`src/design/pds_pkg.sv`:
```
// Package for the process dispatch scheduler: request, status and policy codes.
// No dependencies.
package pds_pkg;
   localparam int DEPTH_DEF = 16;
   localparam int TIME_BITS_DEF = 16;
   localparam int ID_W = 16;
   localparam int RANK_W = 8;
   localparam int FIELD_W = 16;

   localparam logic [1:0] REQ_ADD = 2'd0;
   localparam logic [1:0] REQ_DISPATCH = 2'd1;

   localparam logic [2:0] ST_ADDED = 3'd0;
   localparam logic [2:0] ST_FULL = 3'd1;
   localparam logic [2:0] ST_RUN = 3'd2;
   localparam logic [2:0] ST_IDLE = 3'd3;
   localparam logic [2:0] ST_EMPTY = 3'd4;

   localparam logic [2:0] POL_FCFS = 3'd0;
   localparam logic [2:0] POL_RR = 3'd1;
   localparam logic [2:0] POL_PRIO = 3'd2;
   localparam logic [2:0] POL_SJF = 3'd3;
   localparam logic [2:0] POL_SRTF = 3'd4;

   localparam logic CSR_POLICY = 1'b0;
   localparam logic CSR_QUANTUM = 1'b1;
endpackage

```
`src/design/pds_cmp.sv`:
```
// Shared key comparator of the scheduler: strict less-than with eligibility.
// Depends on pds_pkg.
module pds_cmp #(
   parameter int TIME_BITS = pds_pkg::TIME_BITS_DEF
) (
   input  logic [TIME_BITS-1:0] cand_key,
   input  logic [TIME_BITS-1:0] best_key,
   input  logic                 have_best,
   input  logic                 eligible,
   output logic                 take
);
   assign take = eligible && (!have_best || (cand_key < best_key));
endmodule

```
`src/design/process_dispatch_scheduler_unit.sv`:
```
// Process dispatch scheduler: a table of tasks with FCFS, RR, priority, SJF and SRTF.
// An add or restart is handled in the idle state. A dispatch scans one slot a cycle
// through the shared comparator, then shifts the table down one slot a cycle to remove
// or rotate. One item at a time.
// Synchronous active-high reset clears count, clock and output valid, and sets idle, FCFS, quantum 4.
// Depends on pds_pkg and pds_cmp.
module process_dispatch_scheduler_unit #(
   parameter int DEPTH = pds_pkg::DEPTH_DEF,
   parameter int TIME_BITS = pds_pkg::TIME_BITS_DEF
) (
   input  logic        clock,
   input  logic        reset,
   input  logic        req_tvalid,
   output logic        req_tready,
   // req_tdata fields from bit 0: req_type[1:0], task_id[17:2], arrival_time[33:18],
   // burst_time[49:34], initial_remaining[65:50], task_priority[73:66], zero fill.
   input  logic [79:0] req_tdata,
   output logic        rsp_tvalid,
   input  logic        rsp_tready,
   // rsp_tdata fields from bit 0: status[2:0], chosen_id[18:3], run_length[34:19],
   // finished[35], left_after[51:36], clock_now[67:52], zero fill.
   output logic [71:0] rsp_tdata,
   input  logic        csr_we,
   input  logic        csr_addr,
   input  logic [15:0] csr_wdata
);
   localparam int IW = (DEPTH > 1) ? $clog2(DEPTH) : 1;
   localparam int CW = $clog2(DEPTH + 2);
   localparam logic [TIME_BITS-1:0] TMAX = {TIME_BITS{1'b1}};
   localparam logic [CW-1:0] CDEPTH = CW'(DEPTH);

   localparam logic [2:0] S_IDLE = 3'd0;
   localparam logic [2:0] S_SCAN = 3'd1;
   localparam logic [2:0] S_DEC = 3'd2;
   localparam logic [2:0] S_SHIFT = 3'd3;
   localparam logic [2:0] S_OUT = 3'd4;

   // Each table entry: id, arrival, burst, left, rank.
   typedef struct packed {
      logic [pds_pkg::ID_W-1:0]   id;
      logic [TIME_BITS-1:0]       arr;
      logic [TIME_BITS-1:0]       bur;
      logic [TIME_BITS-1:0]       lft;
      logic [pds_pkg::RANK_W-1:0] rank;
   } slot_type;

   slot_type table_mem [DEPTH];
   slot_type rd_ff;

   logic [2:0]           state_ff, state_in;
   logic [2:0]           mode_ff;
   logic [15:0]          quantum_ff;
   logic [CW-1:0]        count_ff;
   logic [TIME_BITS-1:0] clk_ff;
   logic [CW-1:0]        ptr_ff;     // scan read address; rd_ff holds the slot before it
   logic                 rd_vld_ff;
   logic [IW-1:0]        pick_ff;
   logic                 have_ff;
   logic [TIME_BITS-1:0] best_ff;
   slot_type             hold_ff;    // chosen entry (kept for output, rotate and SRTF update)
   logic                 rotate_ff;
   logic [CW-1:0]        sh_ff;      // shift destination
   logic [71:0]          out_ff;
   logic                 outv_ff;

   logic [1:0] rtype;
   assign rtype = req_tdata[1:0];
   assign req_tready = (state_ff == S_IDLE) && !outv_ff;
   assign rsp_tvalid = outv_ff;
   assign rsp_tdata = out_ff;

   // Scan key under the current policy; SRTF also filters on arrival.
   logic [TIME_BITS-1:0] key;
   logic elig, take;
   always_comb begin
      case (mode_ff)
         pds_pkg::POL_PRIO: key = TIME_BITS'(rd_ff.rank);
         pds_pkg::POL_SJF:  key = rd_ff.bur;
         pds_pkg::POL_SRTF: key = rd_ff.lft;
         default:           key = '0;
      endcase
      elig = rd_vld_ff && ((mode_ff != pds_pkg::POL_SRTF) || (rd_ff.arr <= clk_ff));
   end

   pds_cmp #(.TIME_BITS(TIME_BITS)) u_cmp (
      .cand_key (key), .best_key(best_ff), .have_best(have_ff),
      .eligible (elig), .take(take)
   );

   function automatic logic [71:0] pack_out(logic [2:0] st, logic [15:0] id,
         logic [15:0] run, logic fin, logic [15:0] lf, logic [15:0] ck);
      return {4'd0, ck, lf, fin, run, id, st};
   endfunction

   logic [15:0] q16, ck16;
   assign q16 = (quantum_ff == 16'd0) ? 16'd1 : quantum_ff;
   assign ck16 = 16'(clk_ff);

   logic is_rr, is_srtf;
   assign is_rr = (mode_ff == pds_pkg::POL_RR);
   assign is_srtf = (mode_ff == pds_pkg::POL_SRTF);

   // The shift reads two slots ahead of the slot it writes, since read data is
   // registered; the decision cycle primes the first read at pick_ff+1.
   // The scan address is ptr_ff.
   logic [CW-1:0] raddr;
   assign raddr = (state_ff == S_SHIFT) ? sh_ff + CW'(2)
                : (state_ff == S_DEC) ? CW'(pick_ff) + CW'(1) : ptr_ff;

   // Table port: add at the tail, shift during removal or rotation, and the SRTF
   // partial update that writes the decremented remaining time back in place.
   always_ff @(posedge clock) begin
      if (raddr < CDEPTH) rd_ff <= table_mem[raddr[IW-1:0]];
      if (state_ff == S_IDLE && req_tvalid && req_tready && rtype == pds_pkg::REQ_ADD
            && count_ff < CDEPTH)
         table_mem[count_ff[IW-1:0]] <= '{id: req_tdata[17:2],
            arr: TIME_BITS'(req_tdata[33:18]), bur: TIME_BITS'(req_tdata[49:34]),
            lft: TIME_BITS'(req_tdata[65:50]), rank: req_tdata[73:66]};
      else if (state_ff == S_SHIFT) begin
         if (sh_ff + CW'(1) < count_ff) table_mem[sh_ff[IW-1:0]] <= rd_ff;
         else if (rotate_ff) table_mem[sh_ff[IW-1:0]] <= hold_ff;
      end
      else if (state_ff == S_OUT && have_ff && is_srtf && hold_ff.lft != '0)
         table_mem[pick_ff] <= hold_ff;
   end

   logic [TIME_BITS-1:0] run_t, left_t;
   always_comb begin
      state_in = state_ff;
      case (state_ff)
         S_IDLE:  if (req_tvalid && req_tready && rtype == pds_pkg::REQ_DISPATCH
                     && count_ff != '0) state_in = S_SCAN;
         S_SCAN:  if (ptr_ff == count_ff) state_in = S_DEC;
         S_DEC:   state_in = S_SHIFT;
         S_SHIFT: if (sh_ff + CW'(1) >= count_ff) state_in = S_OUT;
         default: state_in = S_IDLE;
      endcase
      run_t = '0;
      left_t = '0;
      if (is_srtf) begin
         run_t = TIME_BITS'(1);
         left_t = (hold_ff.lft > TIME_BITS'(1)) ? hold_ff.lft - TIME_BITS'(1) : '0;
      end else if (is_rr) begin
         run_t = (hold_ff.lft < TIME_BITS'(q16)) ? hold_ff.lft : TIME_BITS'(q16);
         left_t = hold_ff.lft - run_t;
      end else run_t = hold_ff.lft;
   end

   always_ff @(posedge clock) begin
      if (reset) begin
         state_ff <= S_IDLE;
         mode_ff <= pds_pkg::POL_FCFS;
         quantum_ff <= 16'd4;
         count_ff <= '0;
         clk_ff <= '0;
         outv_ff <= 1'b0;
         rd_vld_ff <= 1'b0;
      end else begin
         state_ff <= state_in;
         if (csr_we) begin
            if (csr_addr == pds_pkg::CSR_POLICY) mode_ff <= csr_wdata[2:0];
            else quantum_ff <= csr_wdata;
         end
         if (outv_ff && rsp_tready) outv_ff <= 1'b0;
         case (state_ff)
            S_IDLE: if (req_tvalid && req_tready) begin
               ptr_ff <= '0;
               rd_vld_ff <= 1'b0;
               have_ff <= 1'b0;
               pick_ff <= '0;
               if (rtype == pds_pkg::REQ_ADD) begin
                  outv_ff <= 1'b1;
                  if (count_ff < CDEPTH) begin
                     count_ff <= count_ff + CW'(1);
                     out_ff <= pack_out(pds_pkg::ST_ADDED, '0, '0, 1'b0, '0, ck16);
                  end else
                     out_ff <= pack_out(pds_pkg::ST_FULL, '0, '0, 1'b0, '0, ck16);
               end else if (rtype == pds_pkg::REQ_DISPATCH) begin
                  if (count_ff == '0) begin
                     outv_ff <= 1'b1;
                     out_ff <= pack_out(pds_pkg::ST_EMPTY, '0, '0, 1'b0, '0, ck16);
                  end
               end else begin
                  clk_ff <= '0;
                  outv_ff <= 1'b1;
                  out_ff <= pack_out(pds_pkg::ST_IDLE, '0, '0, 1'b0, '0, '0);
               end
            end
            S_SCAN: begin
               // rd_ff holds slot ptr_ff-1 when rd_vld_ff is set.
               if (take && !(have_ff && (is_rr || mode_ff == pds_pkg::POL_FCFS
                     || mode_ff > pds_pkg::POL_SRTF))) begin
                  have_ff <= 1'b1;
                  best_ff <= key;
                  pick_ff <= IW'(ptr_ff - CW'(1));
                  hold_ff <= rd_ff;
               end
               rd_vld_ff <= 1'b1;
               ptr_ff <= ptr_ff + CW'(1);
            end
            S_DEC: begin
               // The result is built here and raised once the table update is done.
               if (is_srtf && clk_ff != TMAX) clk_ff <= clk_ff + TIME_BITS'(1);
               if (!have_ff) begin
                  out_ff <= pack_out(pds_pkg::ST_IDLE, '0, '0, 1'b0, '0,
                     16'(is_srtf && clk_ff != TMAX ? clk_ff + TIME_BITS'(1) : clk_ff));
                  sh_ff <= count_ff;
                  rotate_ff <= 1'b0;
               end else begin
                  out_ff <= pack_out(pds_pkg::ST_RUN, hold_ff.id, 16'(run_t),
                     left_t == '0, 16'(left_t),
                     16'(is_srtf && clk_ff != TMAX ? clk_ff + TIME_BITS'(1) : clk_ff));
                  // A finished task is shifted out, an unfinished SRTF task is updated
                  // in place, and an unfinished RR task moves to the tail.
                  sh_ff <= (is_srtf && left_t != '0) ? count_ff : CW'(pick_ff);
                  rotate_ff <= !is_srtf && (left_t != '0);
                  hold_ff.lft <= left_t;
               end
            end
            S_SHIFT: begin
               sh_ff <= sh_ff + CW'(1);
            end
            default: begin
               outv_ff <= 1'b1;
               if (have_ff && hold_ff.lft == '0) count_ff <= count_ff - CW'(1);
            end
         endcase
      end
   end
endmodule
```
`config.mk`:
```
export PLATFORM = sky130hd
export DESIGN_NAME = process_dispatch_scheduler_unit
export DESIGN_NICKNAME = d
export VERILOG_FILES = /design/src/design/pds_pkg.sv /design/src/design/pds_cmp.sv /design/src/design/process_dispatch_scheduler_unit.sv
export SDC_FILE = /design/constraint.sdc
export NUM_CORES = 2
export LEC_CHECK = 0
export BUFFER_PORTS_ARGS = -buffer_cell sky130_fd_sc_hd__buf_2
export CAP_MARGIN = 40
export CORE_MARGIN = 2
export CORE_UTILIZATION = 40
export CTS_CLUSTER_DIAMETER = 80
export DETAILED_ROUTE_END_ITERATION = 8
export GPL_TIMING_DRIVEN = 0
export HOLD_SLACK_MARGIN = 0.05
export SKIP_LAST_GASP = 1
export SLEW_MARGIN = 15
export SYNTH_ARGS = -nofsm -noshare
export SYNTH_HDL_FRONTEND = slang
export SYNTH_HIERARCHICAL = 1
export SYNTH_SLANG_ARGS = --single-unit
```
`constraint.sdc`:
```
create_clock -name clock -period 14.6 [get_ports clock]
set_input_delay 0.73 -clock clock [delete_from_list [all_inputs] [get_ports clock]]
set_output_delay 0.73 -clock clock [all_outputs]
set_load 0.01 [all_outputs]
```
==> metrics.md <==
| Metric | Value |
|---|---|
| Site Rows | `142` |
| Yosys reg bits | `1,441` |
| Library cells used by synthesis | `83` |
| CP arrival | `7480 ps` |
| Final Critical Period | `6935 ps` |
| Clock power frac | `42.5%` |
| Worst slew margin | `37.24%` |
| Min-delay worst type | `in -> reg` |
| H-tree levels | `4` |
| Post-synth ARST share | `0%` |
| First-pass GRT wire length | `253.7 mm` |
| PortBufs | `164` |
| RSZ-0062 raised after global routing | `no` |
| CTS clock-pin slew for the worst setup and hold paths | `60 ps` |
| Vias | `38,585` |
| Antenna-violating nets left | `0` |
| Fmax | `144.2 MHz` |
| Proportion of layout cells with a drive suffix above 1 | `16.29%` |
| Largest net degree at the start of global routing | `24` |
| Worst Clk Skew | `25.12 ps` |
| Max_cap viols | `0` |
| Max Buffers Root-to-Sink | `3` |
| Pwr dens | `125.0 nW/um2` |
| Placed cell count | `6,579` |
| Synth Area per Inst | `14.64 um2` |
| Sequential share of power | `51.3%` |
| Switch share | `22.66%` |
| Post-synth top flop | `edfxtp_1` |
| Int Power | `6.967 mW` |
| Post-route insts no fill | `6,873` |
| Nets@finish | `4,899` |
| Post-cts gate resize count | `0` |
| Largest cells by area after synthesis | `edfxtp_1 (69%), mux2i_1 (5.0%), nand2_1 (2.9%), a211oi_1 (2.8%), mux4_2 (2.7%)` |
| Total power | `9.009 mW` |
| Worst skew pair latency | `790 ps` |
| DIE WIDTH | `393.3 um` |
| CTS buffer count | `152` |
| Vias per cell | `5.614` |
| Synth Instances | `4,140` |
| Clk sinks | `1,441` |
| Fin. Hold Viols | `0` |
| Slew Viols, Final | `0` |
| Worst Setup Start Kind | `flop` |
| Iter 0 DRT Violations | `4,268` |
| Worst vdd ir | `0.1144 mV` |
| Status | `finished, final reports clean` |
| Total gr overflow | `0` |
| Worst Path Max Fanout | `10` |
| Core area | `150,100 um2` |
| Yosys warns | `6` |
| 1st-pass router iterations | `6` |
| Hold buffer count at cts | `0` |
| IO Count | `176` |
| Critical path class | `reg -> reg` |
| Area grow syn2layout | `18.92%` |
| Post-synth top area share | `69.16%` |
| Vias in the first global route | `37,668` |
| Total wire length | `176.0 mm` |
| Synth area leader | `edfxtp_1` |
| EDFF count, synth | `1,396` |
| LEAKAGE | `24.76 nW` |
| DP Wirelength | `127.5 mm` |
| Total track usage | `22.59%` |
| CTS tree | `done` |
| Synth Cell Area | `60,610 um2` |
| Comb pwr share | `6.2%` |
| Die area | `154,700 um2` |
| WP data required | `15,150 ps` |
| Tcrit/Tclk final | `47.50%` |
| Post-synthesis sequential area ratio | `70.65%` |
| Final setup fails | `0` |
| Antenna violations before repair | `6` |
| Worst slew pin tran | `935.1 ps` |
| Global placement routability congestion | `0.8901` |
| Routed WL per cell | `25.61 um` |
| Post-CTS Setup Bufs | `0` |
| Starting Density | `40.37%` |
| DRC | `0` |
| Top post-synthesis cells by count | `edfxtp_1 (1,396), nand2_1 (474), mux2i_1 (303)` |
| Net Switching | `2.041 mW` |
| Filler cells | `12,818` |
| CP Capture Type | `flop` |
| Die height | `393.3 um` |
| Top-count cell post-synth | `edfxtp_1` |
| Clock root cell | `clkbuf_16` |
-- path summary, 6_finish.rpt --
kind,from,to,slack (ps),cells past startpoint
worst max-delay path,quantum_ff[5]$_SDFFE_PP0P_,sh_ff[4]$_DFFE_PP_,7660,23
worst max register to register,quantum_ff[5]$_SDFFE_PP0P_,sh_ff[4]$_DFFE_PP_,7660,23
worst min register to register,rd_ff[57]$_DFFE_PN_,hold_ff[57]$_DFFE_PP_,450,0
worst min-delay path,csr_wdata[5],quantum_ff[5]$_SDFFE_PP0P_,190,3
-- power by group through the flow --
stage	combinational (mW)	clock (mW)	sequential, mW
detailed placement	0.553	0	4.71
finish	0.559	3.82	4.62
CTS	0.555	3.87	4.62
floorplan	0.302	0	4.70
global route	0.598	4.04	4.62
global placement	0.497	0	4.73
-- placed cells by master, fill, tap and decap left out, types with 130 or more instances in the layout --
| cell type | n |
|---|---|
| a21oi_1 | 168 |
| mux2i_1 | 303 |
| a211oi_1 | 229 |
| nor2_1 | 130 |
| buf_2 | 181 |
| edfxtp_1 | 1396 |
| nand2_1 | 474 |
| and2_1 | 157 |
| clkbuf_16 | 154 |
| clkbuf_1 | 256 |
-- routing by layer --
| layer | GRT usage (%) | vias up | wire, um |
|---|---|---|---|
| met5 | 0.7018 | - | 12 |
| met1 | 31.03 | 19342 | 74400 |
| met2 | 35.76 | 1694 | 81370 |
| met4 | 8.325 | 2 | 6316 |
| met3 | 4.188 | 312 | 13930 |
| li1 | - | 17235 | - |
-- metrics by stage --
stage	util, %	worst slack, ps	setup TNS [ps]	hold slack [ps]	area, um2
global route	48.01	7293	0	179.8	72080
floorplan	-	4490	0	426.9	60620
CTS	47.96	7795	0	147.6	72010
finish	48.01	7665	0	194.5	72080
detailed placement	44.69	7787	0	438.7	67090
global placement	42.61	-7643	-1547850	432.4	63960
-- flip-flops by register name, indices dropped and copies added (netlist names) --
| signal | flops |
|---|---|
| pick_ff | 4 |
| rotate_ff | 1 |
| ck16 | 16 |
| rd_ff | 72 |
| table_mem | 1152 |
| rsp_tdata | 68 |
| sh_ff | 5 |
| rsp_tvalid | 1 |
| state_ff | 3 |
| count_ff | 5 |
| rd_vld_ff | 1 |
| ptr_ff | 5 |
| hold_ff | 72 |
| quantum_ff | 16 |
| best_ff | 16 |
| mode_ff | 3 |
| have_ff | 1 |
-- critical path, cell delays in order (launching register included) --
cell       delay (ps)
dfxtp_1           530
inv_1             120
ha_1              310
a21oi_1            70
o21ai_0           510
o2111ai_1         240
o21ai_1           560
buf_2             360
buf_2             280
nor2_1             60
a21oi_1           250
ha_1              290
nor2b_1           150
o31ai_1           320
a21oi_1           160
o211a_1           270
a31oi_1           410
a211oi_1          140
a211oi_1          550
and4_1            350
nand4_4           180
o21ai_4           280
a21oi_1           120
a22o_1            200
-- final cells by class --
cell class,instances,area [um2],share of cell area [%]
Tap cell,2016,2522,3.500
Timing Repair Buffer,429,3812,5.289
Sequential cell,1441,42820,59.41
Multi-Input combinational cell,2353,16640,23.09
Antenna cell,1,2.502,0.003472
Clock buffer,183,3973,5.511
Clock inverter,101,947.2,1.314
Inverter,74,277.8,0.3854
Buffer,275,1082,1.502
-- logic make-up after synthesis --
logic type               Yosys count  share of synthesized area [%]
other                              1                       0.006187
adder cells (fa/ha/maj)           74                          1.540
AND/OR/NAND/NOR                  964                          7.372
multiplexers                     375                          7.679
flip-flops                      1441                          70.65
XOR/XNOR                          45                         0.6503
buffers and inverters            349                          2.240
AO/OA/AOI/OAI                    891                          9.862
Power figures use the tool's default switching activity.
